### src/rtl/cdm_pkg.sv
// Package with request codes, register indexes, states and shared types of the matcher.
`default_nettype none
package cdm_pkg;
	localparam int unsigned ELEM_W  = 8;
	localparam int unsigned DIST_W  = 23;
	localparam int unsigned HALF_TURN = 11520;
	localparam int unsigned FULL_TURN = 23040;

	typedef enum logic [1:0] {
		REQ_REF_ELEM  = 2'd0,
		REQ_REF_GEOM  = 2'd1,
		REQ_QRY_ELEM  = 2'd2,
		REQ_RUN       = 2'd3
	} req_type_t;

	typedef enum logic [2:0] {
		REG_SCALE_LIMIT = 3'd0,
		REG_ANGLE_LIMIT = 3'd1,
		REG_RADIUS      = 3'd2,
		REG_REF_COUNT   = 3'd3,
		REG_DESC_LEN    = 3'd4
	} reg_idx_t;

	typedef enum logic [2:0] {
		ST_IDLE,
		ST_GEOM,
		ST_GATE,
		ST_ACCUM,
		ST_DRAIN,
		ST_DECIDE,
		ST_RESULT
	} state_t;

	// Commands from the controller to the datapath.
	typedef struct packed {
		logic load;       // perform a load request on the accepted input
		logic start;      // latch query geometry, clear the best match
		logic geom_rd;    // read geometry of the current reference
		logic gate;       // evaluate gates on registered geometry
		logic elem_rd;    // issue a descriptor element read
		logic acc_clr;    // clear the distance accumulator
		logic decide;     // compare current distance against the best
		logic next_ref;   // advance to the next reference
	} cmd_t;

	// Status from the datapath to the controller.
	typedef struct packed {
		logic pass;       // gates passed for the current reference
		logic last_ref;   // current reference is the last one to scan
		logic no_refs;    // nothing to scan
		logic last_elem;  // last descriptor element is being issued
		logic zero_len;   // descriptor length is zero
		logic acc_busy;   // reads still in flight to the accumulator
		logic found;      // a best match exists
	} status_t;
endpackage
`default_nettype wire

### src/rtl/cdm_ctrl.sv
// Sequencer state machine for loads and the reference scan.
`default_nettype none
module cdm_ctrl (
	input  wire logic              clk,
	input  wire logic              arst_n,
	input  wire logic              in_valid,
	input  wire logic [1:0]        in_type,
	output logic                   in_ready,
	output logic                   out_valid,
	input  wire logic              out_ready,
	output cdm_pkg::cmd_t          cmd,
	input  wire cdm_pkg::status_t  sts
);
	cdm_pkg::state_t state_q, state_d;

	always_ff @(posedge clk or negedge arst_n) begin
		if (!arst_n) begin
			state_q <= cdm_pkg::ST_IDLE;
		end else begin
			state_q <= state_d;
		end
	end

	always_comb begin
		state_d = state_q;
		case (state_q)
			cdm_pkg::ST_IDLE: begin
				if (in_valid && in_type == cdm_pkg::REQ_RUN) begin
					state_d = sts.no_refs ? cdm_pkg::ST_IDLE : cdm_pkg::ST_GEOM;
				end
			end
			cdm_pkg::ST_GEOM: state_d = cdm_pkg::ST_GATE;
			cdm_pkg::ST_GATE: begin
				if (sts.pass) begin
					state_d = sts.zero_len ? cdm_pkg::ST_DRAIN : cdm_pkg::ST_ACCUM;
				end else if (sts.last_ref) begin
					state_d = sts.found ? cdm_pkg::ST_RESULT : cdm_pkg::ST_IDLE;
				end else begin
					state_d = cdm_pkg::ST_GEOM;
				end
			end
			cdm_pkg::ST_ACCUM: begin
				if (sts.last_elem) state_d = cdm_pkg::ST_DRAIN;
			end
			cdm_pkg::ST_DRAIN: begin
				if (!sts.acc_busy) state_d = cdm_pkg::ST_DECIDE;
			end
			cdm_pkg::ST_DECIDE: begin
				state_d = sts.last_ref ? cdm_pkg::ST_RESULT : cdm_pkg::ST_GEOM;
			end
			cdm_pkg::ST_RESULT: begin
				if (out_ready) state_d = cdm_pkg::ST_IDLE;
			end
			default: state_d = cdm_pkg::ST_IDLE;
		endcase
	end

	always_comb begin
		cmd       = '0;
		in_ready  = 1'b0;
		out_valid = 1'b0;
		case (state_q)
			cdm_pkg::ST_IDLE: begin
				in_ready = 1'b1;
				if (in_valid) begin
					cmd.load  = (in_type != cdm_pkg::REQ_RUN);
					cmd.start = (in_type == cdm_pkg::REQ_RUN);
				end
			end
			cdm_pkg::ST_GEOM: begin
				cmd.geom_rd = 1'b1;
			end
			cdm_pkg::ST_GATE: begin
				cmd.gate    = 1'b1;
				cmd.acc_clr = 1'b1;
				if (!sts.pass) cmd.next_ref = 1'b1;
			end
			cdm_pkg::ST_ACCUM: cmd.elem_rd = 1'b1;
			cdm_pkg::ST_DRAIN: cmd = '0;
			cdm_pkg::ST_DECIDE: begin
				cmd.decide   = 1'b1;
				cmd.next_ref = 1'b1;
			end
			cdm_pkg::ST_RESULT: out_valid = 1'b1;
			default: cmd = '0;
		endcase
	end
endmodule
`default_nettype wire

### config.mk
export PLATFORM = sky130hd
export DESIGN_NAME = cdm_ctrl
export DESIGN_NICKNAME = d
export VERILOG_FILES = /design/src/rtl/cdm_pkg.sv /design/src/rtl/cdm_ctrl.sv
export SDC_FILE = /design/constraint.sdc
export NUM_CORES = 1
export LEC_CHECK = 0
export BUFFER_PORTS_ARGS = -buffer_cell sky130_fd_sc_hd__buf_2
export CAP_MARGIN = 25
export CORE_AREA = 2 2 39 41
export DETAILED_ROUTE_END_ITERATION = 16
export DIE_AREA = 0 0 41 43
export HOLD_SLACK_MARGIN = 0.12
export PLACE_DENSITY = 0.57
export SYNTH_ARGS = -nofsm -noshare
export SYNTH_HDL_FRONTEND = slang
export SYNTH_SLANG_ARGS = --single-unit
### constraint.sdc
create_clock -name clk -period 1.5 [get_ports clk]
set_input_delay 0.45 -clock clk [delete_from_list [all_inputs] [get_ports clk]]
set_output_delay 0.45 -clock clk [all_outputs]
set_load 0.02 [all_outputs]
# Word level (Yosys, flattened, before mapping)
# Cells that the tools add are included.
dict set report totals {
  register_bits 3
  out_inout_bits 10
  wordCells 37
}
dict set report classes {
  eq_ne 12
  muxes 21
  n_reduce_logical 3
}
# operator count
set op_table {}
lappend op_table {{2-to-1 mux 3 bit} 9}
lappend op_table {{one-hot mux 3 bit (7 select lines)} 1}
lappend op_table {{inequality test 2 bit, second input constant} 5}
lappend op_table {{== test 3 bit, second input constant} 3}
lappend op_table {{2-to-1 mux 1 bit} 8}
lappend op_table {{== test 3 x 2 -> 1 bit, second input constant} 2}
lappend op_table {{2-to-1 mux 2 bit} 2}
lappend op_table {{AND reduction 4 bit} 1}
lappend op_table {{== test 3 x 1 -> 1 bit, second input constant} 1}
lappend op_table {{zero test 3 bit} 1}
lappend op_table {{== test 2 bit, second input constant} 1}
lappend op_table {{one-hot mux 1 bit (2 select lines)} 1}
lappend op_table {{logical AND 1 bit} 1}

# Logic depth before layout (Yosys ltp)
dict set report depth {
  ltp_word 4
  depth_mapped 5
  depth_no_buf 4
}

# Worst setup path before layout
# No wires, ideal clock.
dict set report synth_timing {
  path_kind {register to output}
  from {register state_q[2]}
  to {output cmd[6] in the netlist's numbering}
  arrival_time_ps 1326
  slack_ps -276
  stages_incl_launch_ff 3
  n_path_buf 1
  cell_sequence {dfrtp_1 buf_6 nor4_1}
}
# item line
set synth_rtl {}
lappend synth_rtl {{start: declaration} cdm_ctrl.sv:14} ;# cdm_pkg::state_t state_q, state_d;
lappend synth_rtl {{start signal: assignment} cdm_ctrl.sv:18} ;# state_q <= cdm_pkg::ST_IDLE;
lappend synth_rtl {{start signal: assignment} cdm_ctrl.sv:20} ;# state_q <= state_d;
lappend synth_rtl {{end: declaration} cdm_ctrl.sv:11} ;# output cdm_pkg::cmd_t cmd,

==> flow_results.org <==
** Worst setup path
- Arrival time at the worst endpoint :: 1.21 ns
- Startpoint of the worst register-to-register path :: state_q[0]
- The critical path starts at state_q[2].
- Category of the most critical setup path :: reg -> out
- For this run, the slowest stage of the critical path takes 0.46 ns.
- Startpoint class of the critical path :: flop
- Max FO, Critical Path :: 6
- STA classifies the critical path endpoint as an output pin.
- FF-to-FF End :: state_q[0]
- Reg2reg setup slack :: between 0.2 and 0.25 ns
- Ordered list of cells on the worst path :: buf_6 -> nor3_1 -> buf_2
- The worst register-to-register path has a depth of 6.
- Required time at the endpoint of the critical path :: ~1.1 ns
- Following the worst setup path forward leads to its endpoint at cmd[5].
- Slowest stage cell, crit path :: dfrtp_2

** Final layout
- The largest registers in the layout are state_q: 3 flops.
- For this run, the post-layout net count is 97.
- Synth-to-Final Area Change :: 89.5%
- More flip-flops sit in one register than any other, and that register is state_q.
- Share of cells above drive strength 1 :: 67.5%
- Once layout is complete, the cells apart from fillers number 99.
- Number of filler cells placed in the layout :: 141
- Combined flip-flop and latch cell area :: 78.8 um^2
- Max FFs per register :: 3
- Diodes inserted :: 0
- Leaving out fill and tap cells, the most frequent cell in the layout is buf_4.
- In the layout the commonest cells are 17 x buf_4, 14 x buf_2, 6 x buf_6.
- In the final layout, the multi-input gates occupy roughly 270 um^2.

** Placement
- Including well taps, the total number of placed cells is 85.
- During placement, the flow inserted port buffers numbering 22.
- Final weighted congestion in routability-driven placement :: ~0.74
- Dpl ws :: approximately 0.00081 ns

** Timing
- The worst path in the final design needs a cycle of 1.66 ns, including I/O delays and setup.
- Slew at the pin closest to its max-slew limit :: 0.222 ns
- The tightest hold path in the finished design has a slack of 0.544 ns.
- Maximum frequency from static timing analysis :: 0.602 GHz
- Setup violations remaining at the end of the flow were counted as 10.
- The final-report max-slew violation count is 0.
- PnR worst setup slack :: -0.162 ns
- Post-route clock period utilization :: 111%
- The worst pin sits at a relative slew slack of 85.0%.
- Setup repair after global routing could not meet its margin everywhere.
- The number of hold-slack violations in the final timing report is 0.
- Worst Skew :: a little over 0.002 ns

** Worst hold path
- Hold Crit Class :: in -> async

** Pwr
- IR analysis of the VDD net gives a maximum drop of 0.615 mV.
- For this design the static power due to leakage is between 0.3 and 0.4 nW.
- After layout, the design draws a total of 1.29 mW.
- Power spread over the standard cell area amounts to 1900 mW/mm^2.

** Clock tree
- Number of clock sinks :: 3
- Buffers inserted during clock tree synthesis total 3.
- Clock slew seen by the registers of the worst setup and hold paths :: 0.04 ns
- No sink is reached through more buffers than the 2 on the longest clock path.
- Clock tree from TritonCTS :: done
- In this run the number of H-tree levels came out at 1.
- Clock latency on the worst-skew pair :: 0.23 ns
- The tree is rooted in a clkbuf_4.

** Die
- In this run the horizontal extent of the chip is 41 um.
- From bottom edge to top edge, the die measures about 43 um.
- Initial standard-cell utilization of the core :: 25.9%
- Top Ports :: 23
- The initialized floorplan defines 14 standard-cell rows.
- The floorplan step defined a core boundary enclosing between 0.001 and 0.0015 mm^2.
- The floorplan step defined a die boundary enclosing 0.00176 mm^2.

** Flow run
- Max-cap violations in this run came to 0.

** Routing
- For this block, the routed nets add up to about 1.1 mm of wire.
- Number of iterations in the first detailed-routing pass :: 2
- For this block, the via count after detailed routing is roughly 460.
- The count of nets left with antenna violations once routing finished came out at 0.
- After the first detailed-routing iteration, the DRC count stood at 2.
- After detailed routing, the number of vias per cell comes to 4.69.
- Total DRC errors in the routed layout :: 0
- In the final routed layout, each cell accounts on average for 11.1 um.

** Logic synthesis
- Yosys printed 0 warnings.
- Sequential elements use a little over a fifth of the synthesized area.
- The mapped netlist covers 358 um^2.
- Synth Instances :: 45
- After synthesis, the netlist uses 27 different library cells.
- Avg Inst Size Synth :: around 8 um^2
- Post-synthesis register bit count :: 3
- Net count after synthesis :: 58

** Global routing
- Number of global-route vias before repair :: 415
- Global-route wire length before repair :: 1.66 mm
- The number of antenna violations at the first check in global routing is 0.
- Global routing consumed, over all layers together, 14.0% of the routing resources.
- Global routing finished with a remaining overflow of 0.
- Entering global routing, the biggest net connects 9 pins.

** Run status
- The flow ran to the end, but the final reports show violations.
- The final reports fail on setup timing.
## synthesized netlist by cell type
cell type,count,area (um^2)
nand3_1,1,5.00
inv_1,3,11.3
nor3_1,1,5.00
a211oi_1,1,7.51
nand2_2,2,12.5
a32o_1,1,10.0
a21oi_1,2,10.0
nor2b_1,2,12.5
o21ai_0,3,15.0
nor2_1,3,11.3
o311ai_1,1,8.76
o31ai_1,1,7.51
o21ai_2,1,8.76
a21oi_2,1,8.76
o22ai_1,2,12.5
mux2_2,1,11.3
and2b_1,1,7.51
buf_6,3,33.8
nand2_1,4,15.0
and3_1,2,12.5
buf_4,1,7.51
and3b_1,1,8.76
o21ai_1,1,5.00
nor3b_2,1,12.5
nor3_4,1,16.3
dfrtp_1,3,75.1
nor4_1,1,6.26
## metrics by stage
stage | TNS (ns) | area [um^2] | utilization, %
after global routing | -1.62 | 678 | 49.0
final | -1.10 | 678 | 49.0
after CTS | -1.07 | 608 | 43.9
after detailed placement | 0 | 504 | 36.4
after floorplan | -0.0831 | 370 | -
after global placement | 0 | 504 | 36.4
## cell type report
class                   instances  share of cell area, %
multi-input cells              35                   39.3
well taps                      16                   2.95
flip-flops and latches          3                   11.6
inverters                       3                   1.66
repair buffers                 38                   40.6
clock buffers                   4                   3.87
## critical path: cells and delay by family, from the launching register on
| family | cells | cell delay (ns) |
|---|---|---|
| simple gates | 1 | 0.18 |
| flops | 1 | 0.46 |
| buf+inv | 2 | 0.34 |
## routing by layer
layer,vias up,GRT usage [%],wire (um)
met2,14,21.9,607
met1,213,16.5,444
met5,-,0,0
met3,0,1.57,51
met4,0,10.0,0
li1,237,-,-
## logic make-up after synthesis
kind of cell,share of synthesized area (%)
buf+inv,14.7
compound gates,26.2
mux,3.15
simple gates,35.0
flops,21.0
## power breakdown
group	leakage, nW	switching [mW]	internal, mW	total, mW
registers	0.0344	0.0889	0.123	0.212
logic	0.293	0.429	0.505	0.935
clock network	0.0150	0.0401	0.0996	0.140
## how the worst min path moves through the flow
stage               startpoint          to  slack [ns]  cells after the start
finish                  arst_n  state_q[0]        0.54                      2
floorplan               arst_n  state_q[0]        0.15                      0
global route            arst_n  state_q[1]        0.56                      2
detailed placement      arst_n  state_q[1]        0.25                      1
CTS                     arst_n  state_q[0]        0.54                      2
global placement        arst_n  state_q[0]        0.25                      1
## what timing repair did
| action | CTS | global route |
|---|---|---|
| gates cloned | 0 | 0 |
| resized for setup | 9 | 13 |
| hold endpoints to repair | 3 | 0 |
| setup endpoints to repair | 10 | 10 |
| setup buffers | 6 | 3 |
| pin swaps | 2 | 3 |
| hold buffers | 1 | 0 |
(Power assumes the default switching activity.)
